File: src/design/upv_pkg.sv
package upv_pkg;

	localparam int unsigned WORD_W = 32;
	localparam int unsigned CFG_IDX_W = 2;
	localparam int unsigned STATUS_W = 3;
	localparam int unsigned SUM_W = WORD_W + 2;

	// register indexes on the config port
	localparam logic [CFG_IDX_W-1:0] REG_FIRST_LIMIT = 2'd0;
	localparam logic [CFG_IDX_W-1:0] REG_SECOND_LIMIT = 2'd1;
	localparam logic [CFG_IDX_W-1:0] REG_CRC_SEED = 2'd2;

	localparam logic [WORD_W-1:0] FIRST_LIMIT_RST = 32'd2097152;
	localparam logic [WORD_W-1:0] SECOND_LIMIT_RST = 32'd1048576;
	localparam logic [WORD_W-1:0] CRC_SEED_RST = 32'hFFFF_FFFF;

	// status codes
	localparam logic [STATUS_W-1:0] ST_OK = 3'd0;
	localparam logic [STATUS_W-1:0] ST_TOO_SMALL = 3'd1;
	localparam logic [STATUS_W-1:0] ST_BAD_MAGIC = 3'd2;
	localparam logic [STATUS_W-1:0] ST_FIRST_SIZE = 3'd3;
	localparam logic [STATUS_W-1:0] ST_SECOND_SIZE = 3'd4;
	localparam logic [STATUS_W-1:0] ST_LEN_MISMATCH = 3'd5;
	localparam logic [STATUS_W-1:0] ST_CRC_MISMATCH = 3'd6;

	// "BOOT", byte 0 in the low lane
	localparam logic [WORD_W-1:0] MAGIC = 32'h544F_4F42;
	localparam logic [WORD_W-1:0] HDR_BYTES = 32'd24;
	localparam logic [WORD_W-1:0] FOOT_BYTES = 32'd4;
	localparam logic [WORD_W-1:0] MIN_LEN = HDR_BYTES + FOOT_BYTES;
	localparam logic [WORD_W-1:0] COUNT_MAX = 32'hFFFF_FFFF;
	localparam logic [WORD_W-1:0] CRC_POLY = 32'hEDB8_8320;

	typedef struct packed {
		logic [7:0] data_byte;
		logic       final_byte;
	} in_item_t;

	typedef struct packed {
		logic [STATUS_W-1:0] status;
		logic [WORD_W-1:0]   first_image_size;
		logic [WORD_W-1:0]   second_image_size;
		logic [WORD_W-1:0]   extra_data_size;
	} out_item_t;

	typedef struct packed {
		logic [WORD_W-1:0] first_image_limit;
		logic [WORD_W-1:0] second_image_limit;
		logic [WORD_W-1:0] crc_seed;
	} cfg_t;

	// reflected CRC-32, one byte, no final inversion
	function automatic logic [WORD_W-1:0] crc_byte(input logic [WORD_W-1:0] crc,
			input logic [7:0] b);
		logic [WORD_W-1:0] c;
		c = crc ^ {24'd0, b};
		for (int i = 0; i < 8; i++) begin
			c = (c >> 1) ^ (c[0] ? CRC_POLY : '0);
		end
		return c;
	endfunction

endpackage

File: src/design/upv_ifs.sv
interface upv_in_if ();
	logic               valid;
	logic               ready;
	upv_pkg::in_item_t  payload;

	modport source (output valid, output payload, input ready);
	modport sink (input valid, input payload, output ready);
endinterface

interface upv_out_if ();
	logic               valid;
	logic               ready;
	upv_pkg::out_item_t payload;

	modport source (output valid, output payload, input ready);
	modport sink (input valid, input payload, output ready);
endinterface

File: src/design/upv_cfg.sv
module upv_cfg (
	input  logic                          clk,
	input  logic                          arst_n,
	input  logic                          wr_en,
	input  logic [upv_pkg::CFG_IDX_W-1:0] index,
	input  logic [upv_pkg::WORD_W-1:0]    wdata,
	output upv_pkg::cfg_t                 cfg
);
	import upv_pkg::*;

	cfg_t cfg_q;

	always_ff @(posedge clk or negedge arst_n) begin
		if (!arst_n) begin
			cfg_q.first_image_limit <= FIRST_LIMIT_RST;
			cfg_q.second_image_limit <= SECOND_LIMIT_RST;
			cfg_q.crc_seed <= CRC_SEED_RST;
		end else if (wr_en) begin
			case (index)
				REG_FIRST_LIMIT: cfg_q.first_image_limit <= wdata;
				REG_SECOND_LIMIT: cfg_q.second_image_limit <= wdata;
				REG_CRC_SEED: cfg_q.crc_seed <= wdata;
				default: ;
			endcase
		end
	end

	assign cfg = cfg_q;
endmodule

File: src/design/upv_core.sv
module upv_core (
	input  logic               clk,
	input  logic               arst_n,
	input  logic               step,
	input  upv_pkg::in_item_t  item,
	input  upv_pkg::cfg_t      cfg,
	output upv_pkg::out_item_t res
);
	import upv_pkg::*;

	logic [WORD_W-1:0] count_q;
	logic              magic_q;
	logic [WORD_W-1:0] first_q;
	logic [WORD_W-1:0] second_q;
	logic [WORD_W-1:0] extra_q;
	logic [WORD_W-1:0] tail_q;
	logic [WORD_W-1:0] crc_q;
	logic [SUM_W-1:0]  expect_q;

	logic [WORD_W-1:0] count_nx, first_nx, second_nx, extra_nx, tail_nx, crc_nx;
	logic              magic_nx;
	logic              in_magic, in_hdr;
	logic [1:0]        lane;
	logic              len_bad;

	assign in_magic = (count_q < 32'd4);
	assign in_hdr = !in_magic && (count_q < 32'd16);
	assign lane = count_q[1:0];

	always_comb begin
		magic_nx = magic_q;
		first_nx = first_q;
		second_nx = second_q;
		extra_nx = extra_q;
		if (in_magic) begin
			if (item.data_byte != MAGIC[8*lane +: 8])
				magic_nx = 1'b0;
		end else if (in_hdr) begin
			case (count_q[3:2])
				2'd1: first_nx[8*lane +: 8] = item.data_byte;
				2'd2: second_nx[8*lane +: 8] = item.data_byte;
				default: extra_nx[8*lane +: 8] = item.data_byte;
			endcase
		end
	end

	// bytes reach the CRC only once they drop out of the tail window, so the footer stays out of it
	assign crc_nx = in_magic ? crc_q : crc_byte(crc_q, tail_q[7:0]);
	assign tail_nx = {item.data_byte, tail_q[WORD_W-1:8]};
	assign count_nx = (count_q == COUNT_MAX) ? count_q : count_q + 32'd1;

	// sizes settle after byte 15, long before any length that passes the size check
	assign len_bad = (count_nx == COUNT_MAX) || (expect_q != {2'b00, count_nx});

	always_comb begin
		if (count_nx <= MIN_LEN)
			res.status = ST_TOO_SMALL;
		else if (!magic_q)
			res.status = ST_BAD_MAGIC;
		else if (first_q == '0 || first_q > cfg.first_image_limit)
			res.status = ST_FIRST_SIZE;
		else if (second_q == '0 || second_q > cfg.second_image_limit)
			res.status = ST_SECOND_SIZE;
		else if (len_bad)
			res.status = ST_LEN_MISMATCH;
		else if (crc_nx != tail_nx)
			res.status = ST_CRC_MISMATCH;
		else
			res.status = ST_OK;
		res.first_image_size = first_nx;
		res.second_image_size = second_nx;
		res.extra_data_size = extra_nx;
	end

	always_ff @(posedge clk or negedge arst_n) begin
		if (!arst_n) begin
			count_q <= '0;
			magic_q <= 1'b1;
			first_q <= '0;
			second_q <= '0;
			extra_q <= '0;
			tail_q <= '0;
			crc_q <= CRC_SEED_RST;
		end else if (step) begin
			if (item.final_byte) begin
				count_q <= '0;
				magic_q <= 1'b1;
				first_q <= '0;
				second_q <= '0;
				extra_q <= '0;
				tail_q <= '0;
				crc_q <= cfg.crc_seed;
			end else begin
				count_q <= count_nx;
				magic_q <= magic_nx;
				first_q <= first_nx;
				second_q <= second_nx;
				extra_q <= extra_nx;
				tail_q <= tail_nx;
				crc_q <= crc_nx;
			end
		end
	end

	// expected length, tracked from the size words every cycle
	always_ff @(posedge clk or negedge arst_n) begin
		if (!arst_n)
			expect_q <= '0;
		else
			expect_q <= {2'b00, MIN_LEN} + {2'b00, first_q} + {2'b00, second_q}
				+ {2'b00, extra_q};
	end
endmodule

File: src/design/update_package_verifier_top.sv
// Flow: a package byte is registered in the input stage on transfer and is processed
//   when it leaves that stage; the status of a package is loaded into the result
//   register when its final byte leaves the input stage, and is offered from there.
// Throughput: one byte per cycle, limited only by the byte-wide CRC step;
//   the input stalls only while a final byte waits on an untaken status.
// Reset (arst_n low, asynchronous): limits and seed return to defaults,
//   package state clears, no item is held.
module update_package_verifier_top (
	input  logic                          clk,
	input  logic                          arst_n,
	input  logic                          cfg_wr_en,
	input  logic [upv_pkg::CFG_IDX_W-1:0] cfg_index,
	input  logic [upv_pkg::WORD_W-1:0]    cfg_wdata,
	upv_in_if.sink                        in_ch,
	upv_out_if.source                     out_ch
);
	import upv_pkg::*;

	cfg_t      cfg;

	// input stage
	logic      valid_s1;
	in_item_t  item_s1;

	// result register
	logic      out_valid_q;
	out_item_t out_q;

	out_item_t res;
	logic      advance;
	logic      load_res;

	upv_cfg u_cfg (
		.clk    (clk),
		.arst_n (arst_n),
		.wr_en  (cfg_wr_en),
		.index  (cfg_index),
		.wdata  (cfg_wdata),
		.cfg    (cfg)
	);

	// A byte leaves the input stage unless it is a final byte and the
	// result register still holds a status nobody has taken.
	assign advance = valid_s1 && (!item_s1.final_byte || !out_valid_q || out_ch.ready);
	assign load_res = advance && item_s1.final_byte;
	assign in_ch.ready = !valid_s1 || advance;

	always_ff @(posedge clk or negedge arst_n) begin
		if (!arst_n)
			valid_s1 <= 1'b0;
		else if (in_ch.valid && in_ch.ready)
			valid_s1 <= 1'b1;
		else if (advance)
			valid_s1 <= 1'b0;
	end

	always_ff @(posedge clk) begin
		if (in_ch.valid && in_ch.ready)
			item_s1 <= in_ch.payload;
	end

	// Header capture, tail window, CRC and the status checks
	upv_core u_core (
		.clk    (clk),
		.arst_n (arst_n),
		.step   (advance),
		.item   (item_s1),
		.cfg    (cfg),
		.res    (res)
	);

	always_ff @(posedge clk or negedge arst_n) begin
		if (!arst_n)
			out_valid_q <= 1'b0;
		else if (load_res)
			out_valid_q <= 1'b1;
		else if (out_ch.ready)
			out_valid_q <= 1'b0;
	end

	always_ff @(posedge clk) begin
		if (load_res)
			out_q <= res;
	end

	assign out_ch.valid = out_valid_q;
	assign out_ch.payload = out_q;

	// a pending status is never overwritten
	a_no_overwrite: assert property (@(posedge clk) disable iff (!arst_n)
		load_res |-> (!out_valid_q || out_ch.ready))
		else $error("status overwritten before transfer");

	// a final byte blocked by the output holds the input stage
	a_final_blocks: assert property (@(posedge clk) disable iff (!arst_n)
		(valid_s1 && item_s1.final_byte && out_valid_q && !out_ch.ready) |-> !in_ch.ready)
		else $error("input taken while final byte blocked");

	// a status appears only after a final byte left the input stage
	a_status_source: assert property (@(posedge clk) disable iff (!arst_n)
		$rose(out_valid_q) |-> $past(valid_s1 && item_s1.final_byte))
		else $error("status without final byte");

	// status code stays within the defined set
	a_status_range: assert property (@(posedge clk) disable iff (!arst_n)
		out_valid_q |-> (out_q.status <= ST_CRC_MISMATCH))
		else $error("undefined status code");
endmodule

File: src/flat_wrapper.sv
// flat-port wrapper written by rule: the top's interface ports become plain ports
module update_package_verifier_top_flat import upv_pkg::*;
  (clk, arst_n, cfg_wr_en, cfg_index, cfg_wdata, in_ch_valid, in_ch_payload, in_ch_ready, out_ch_valid, out_ch_payload, out_ch_ready);
  upv_in_if in_ch_i ();
  upv_out_if out_ch_i ();
  input  logic clk;
  input  logic arst_n;
  input  logic cfg_wr_en;
  input  logic [upv_pkg::CFG_IDX_W-1:0] cfg_index;
  input  logic [upv_pkg::WORD_W-1:0] cfg_wdata;
  input wire logic [$bits(in_ch_i.valid)-1:0] in_ch_valid;
  input wire logic [$bits(in_ch_i.payload)-1:0] in_ch_payload;
  output wire logic [$bits(in_ch_i.ready)-1:0] in_ch_ready;
  output wire logic [$bits(out_ch_i.valid)-1:0] out_ch_valid;
  output wire logic [$bits(out_ch_i.payload)-1:0] out_ch_payload;
  input wire logic [$bits(out_ch_i.ready)-1:0] out_ch_ready;
  assign in_ch_i.valid = in_ch_valid;
  assign in_ch_i.payload = in_ch_payload;
  assign in_ch_ready = in_ch_i.ready;
  assign out_ch_valid = out_ch_i.valid;
  assign out_ch_payload = out_ch_i.payload;
  assign out_ch_i.ready = out_ch_ready;
  update_package_verifier_top u_core (.clk(clk), .arst_n(arst_n), .cfg_wr_en(cfg_wr_en), .cfg_index(cfg_index), .cfg_wdata(cfg_wdata), .in_ch(in_ch_i), .out_ch(out_ch_i));
endmodule
File: config.mk
export PLATFORM = sky130hd
export DESIGN_NAME = update_package_verifier_top_flat
export DESIGN_NICKNAME = d
export VERILOG_FILES = /design/src/design/upv_pkg.sv /design/src/design/upv_ifs.sv /design/src/design/upv_cfg.sv /design/src/design/upv_core.sv /design/src/design/update_package_verifier_top.sv /design/src/flat_wrapper.sv
export SDC_FILE = /design/constraint.sdc
export NUM_CORES = 1
export LEC_CHECK = 0
export ABC_AREA = 1
export BUFFER_PORTS_ARGS = -buffer_cell sky130_fd_sc_hd__buf_2
export CORE_ASPECT_RATIO = 0.9
export CORE_MARGIN = 8
export CORE_UTILIZATION = 23
export CTS_CLUSTER_SIZE = 25
export DETAILED_ROUTE_END_ITERATION = 8
export GPL_ROUTABILITY_DRIVEN = 0
export MAX_ROUTING_LAYER = met4
export PLACE_DENSITY_LB_ADDON = 0.2
export RECOVER_POWER = 100
export SLEW_MARGIN = 15
export SYNTH_ARGS = -nofsm -noshare
export SYNTH_HDL_FRONTEND = slang
export SYNTH_SLANG_ARGS = --single-unit
File: constraint.sdc
create_clock -name clk -period 5.16 [get_ports clk]
set_input_delay 0.774 -clock clk [delete_from_list [all_inputs] [get_ports clk]]
set_output_delay 0.774 -clock clk [all_outputs]
set_load 0.01 [all_outputs]
==> results.toml <==
[cts]
post_cts_buffers = 0
clock_latency_ns = 0.66
cts_buffer_depth = 3
numCtsBuffers = 53
cts_sinks = 433
htreeDepth = 2
clkTransAtPathRegs_ns = 0.06
hold_buffers = 0
clockRootBuffer = "clkbuf_16"
cts_resized = 0
cts_tree = "yes"

[logic_synthesis]
synth-main-ff-cell = "dfrtp_1"
synthesis.nets = 3504
avgSynthCellArea_um2 = 7.875
synth_top_area_cell = "dfrtp_1"
synth_seq_cells = 433
synth_common_cells = "nand2_1, inv_1, o21ai_0, dfrtp_1, nor2_1"
synth_fa_ha_area_share_pct = 9.228
synth_area_leaders = "dfrtp_1, nand2_1, edfxtp_1"
synthSimpleGateAreaFrac_pct = 24.99
synth_top_area_share_pct = 24.96
synthCells = 3285
muxShareOfSynthArea_pct = 0
synth-compound-area-share_pct = 11.21
synth_xor_area_share_pct = 1.659
synth_top_family_by_area = "simple AND/OR/NAND/NOR gates"
synth-edff-count = 108
synth_most_common_cell = "nand2_1"
synth-warning-count = 0
synth_cell_type_count = 49
syn_area_mm2 = 0.02587
synthArstFlopShare_pct = 75.06
yosysSeqAreaShare_pct = 44.30

[floorplan]
fp.coreArea_mm2 = 0.1113
fp.dieW_um = 369.5
dieHeight_um = 334.2
die-area_mm2 = 0.1235
fp-row-count = 116
io_pins = 149
initial_core_util_pct = 23.24

[power]
p_comb_share_pct = 28.5
p_seq_share_pct = 36.9
p_switching_mw = 4.222
p_int_mw = 7.250
power.leakage_nw = 14.35
pwr_density_cell_mw_per_mm2 = 383.9
clockPowerShare_pct = 34.6
max-vdd-ir-drop_uv = 282.4
swShare_pct = 36.80

[run_status]
violations = "max-capacitance violations, max-slew violations"
status = "finished, violations left"

[detailed_routing]
first_iter_violations = 1951
drc = 0
wl_mm = 102.8
vias = 22760
wl_per_cell_um = 20.80
ant_nets = 0
viasPerCell = 4.609
drt_first_pass_iters = 6

[global_route]
grt_max_degree = 101
overflow = 0
grt_first_pass_wirelength_mm = 151.0
grt_pass1_vias = 22030
track_usage_pct = 16.67
antenna_found_initial = 3

[sta]
hold_viol_final = 0
drv_slew = 362
fin_skew_ns = 0.05594
fin_crit_sh_pct = 85.25
setup_violations = 0
tightest_slew_ns = 4.233
period_minus_slack_ns = 4.399
setup_tns_ns = 0
max_freq_mhz = 227.3
relSlewSlack_pct = -182.2
rsz0062_at_grt = "false"

[placement]
dp_hpwl_mm = 78.04
portBuffers = 148

[worst_setup_path]
crit_fanout = 65
crit_path_end_kind = "flip-flop"
critPathLaunchType = "flip-flop"
cp.arrival_ns = 4.82
critical_path_class = "reg -> reg"
critPathRequiredTime_ns = 5.58

[layout]
fill_cells = 12260
nets = 3636
layout-drive-gt1-share_pct = 6.875
area_growth_pct = 15.54
final_core_util_pct = 26.85

[run]
drv_cap = 6

[worst_hold_path]
hold_path.class = "in -> reg"
-- cell families (layout without fill, tap and decap cells) --
logic type / count (synthesis) / in the layout
compound gates: 516 / 516
xor+xnor: 49 / 49
fa+ha+maj: 171 / 171
buf+inv: 578 / 755
flops: 433 / 433
other cells: 0 / 2
simple gates: 1538 / 1538
-- critical path: stages (launching register included) --
cell	delay, ns
edfxtp_1	0.39
inv_1	0.10
nand2_4	0.06
buf_4	0.66
clkbuf_1	2.40
o221ai_1	0.48
-- state kept, by name (all words and copies together), names as in the netlist, 9 cells and up --
register / cells
u_core.u_core.first_q: 32
u_core.u_core.second_q: 32
u_core.item_s1: 9
u_core.u_cfg.cfg: 96
u_core.out_ch.payload: 99
u_core.u_core.count_q: 32
u_core.u_core.expect_q: 34
u_core.u_core.tail_q: 32
u_core.u_core.crc_q: 32
u_core.u_core.extra_q: 32
-- cell usage in the layout, fill, tap and decap left out, drive strengths merged, types with 16 or more instances in the layout --
| cell type | instances |
|---|---|
| nor3 | 22 |
| o21bai | 19 |
| inv | 478 |
| nor2 | 235 |
| o221ai | 28 |
| xor2 | 37 |
| nand3 | 229 |
| nor4 | 16 |
| a21oi | 76 |
| nand2 | 966 |
| o21ai | 288 |
| dfrtp | 258 |
| clkinv | 19 |
| fa | 33 |
| o22ai | 78 |
| ha | 138 |
| buf | 52 |
| clkbuf | 198 |
| edfxtp | 108 |
| nand4 | 54 |
| dfstp | 67 |
-- metrics by stage --
| stage | power [mW] | area [um2] | setup WS (ns) | hold WS, ns | std cells |
|---|---|---|---|---|---|
| 2_1_floorplan | 6.408 | 25870 | 0.2990 | 0.4530 | 3285 |
| 6_report | 11.47 | 29890 | 0.7609 | 0.3100 | 4939 |
| 4_1_cts | 11.60 | 30170 | 1.179 | 0.09624 | 4937 |
| 3_3_place_gp | 7.563 | 28330 | 1.217 | 0.4670 | 4837 |
| 5_1_grt | 12.18 | 29890 | 0.4181 | 0.2772 | 4939 |
| 3_5_place_dp | 7.543 | 28330 | 1.204 | 0.4737 | 4837 |
-- power by group through the flow --
stage          Clock [mW]  Combinational, mW  Sequential (mW)
3_3_place_gp            0               3.28             4.28
2_1_floorplan           0               2.19             4.22
4_1_cts              4.10               3.28             4.22
5_1_grt              4.22               3.69             4.28
6_report             3.97               3.27             4.23
3_5_place_dp            0               3.26             4.28
-- layout make-up --
class	count	area, um2	share of cell area [%]
Antenna cell	2	5.005	0.01674
Clock buffer	73	1481	4.956
Clock inverter	27	355.3	1.189
Inverter	478	1795	6.007
Multi-Input combinational cell	2274	12140	40.62
Sequential cell	433	11460	38.34
Tap cell	1475	1846	6.175
Timing Repair Buffer	177	804.5	2.692
-- metal layers --
layer	up-vias	wire length (um)	track usage, %
li1	11010	-	-
met5	-	0	-
met3	119	6859	2.888
met1	10900	51780	24.64
met4	0	2543	3.819
met2	740	41570	23.46
-- final timing paths --
path | endpoint | slack (ns) | cells after the start | startpoint
min in group asynchronous | u_core.u_core.tail_q[2] | 1.61 | 1 | arst_n
worst min register to register | u_core.u_cfg.cfg[63] | 0.48 | 2 | u_core.u_cfg.cfg[63]
worst max-delay path | u_core.u_core.crc_q[10] | 0.76 | 5 | u_core.item_s1[0]
worst max register to register | u_core.u_core.crc_q[10] | 0.76 | 5 | u_core.item_s1[0]
worst min-delay path | u_core.item_s1[8] | 0.31 | 1 | in_ch_payload[8]
max in group asynchronous | u_core.u_core.second_q[24] | 1.14 | 1 | arst_n
Power figures use the tool's default switching activity.
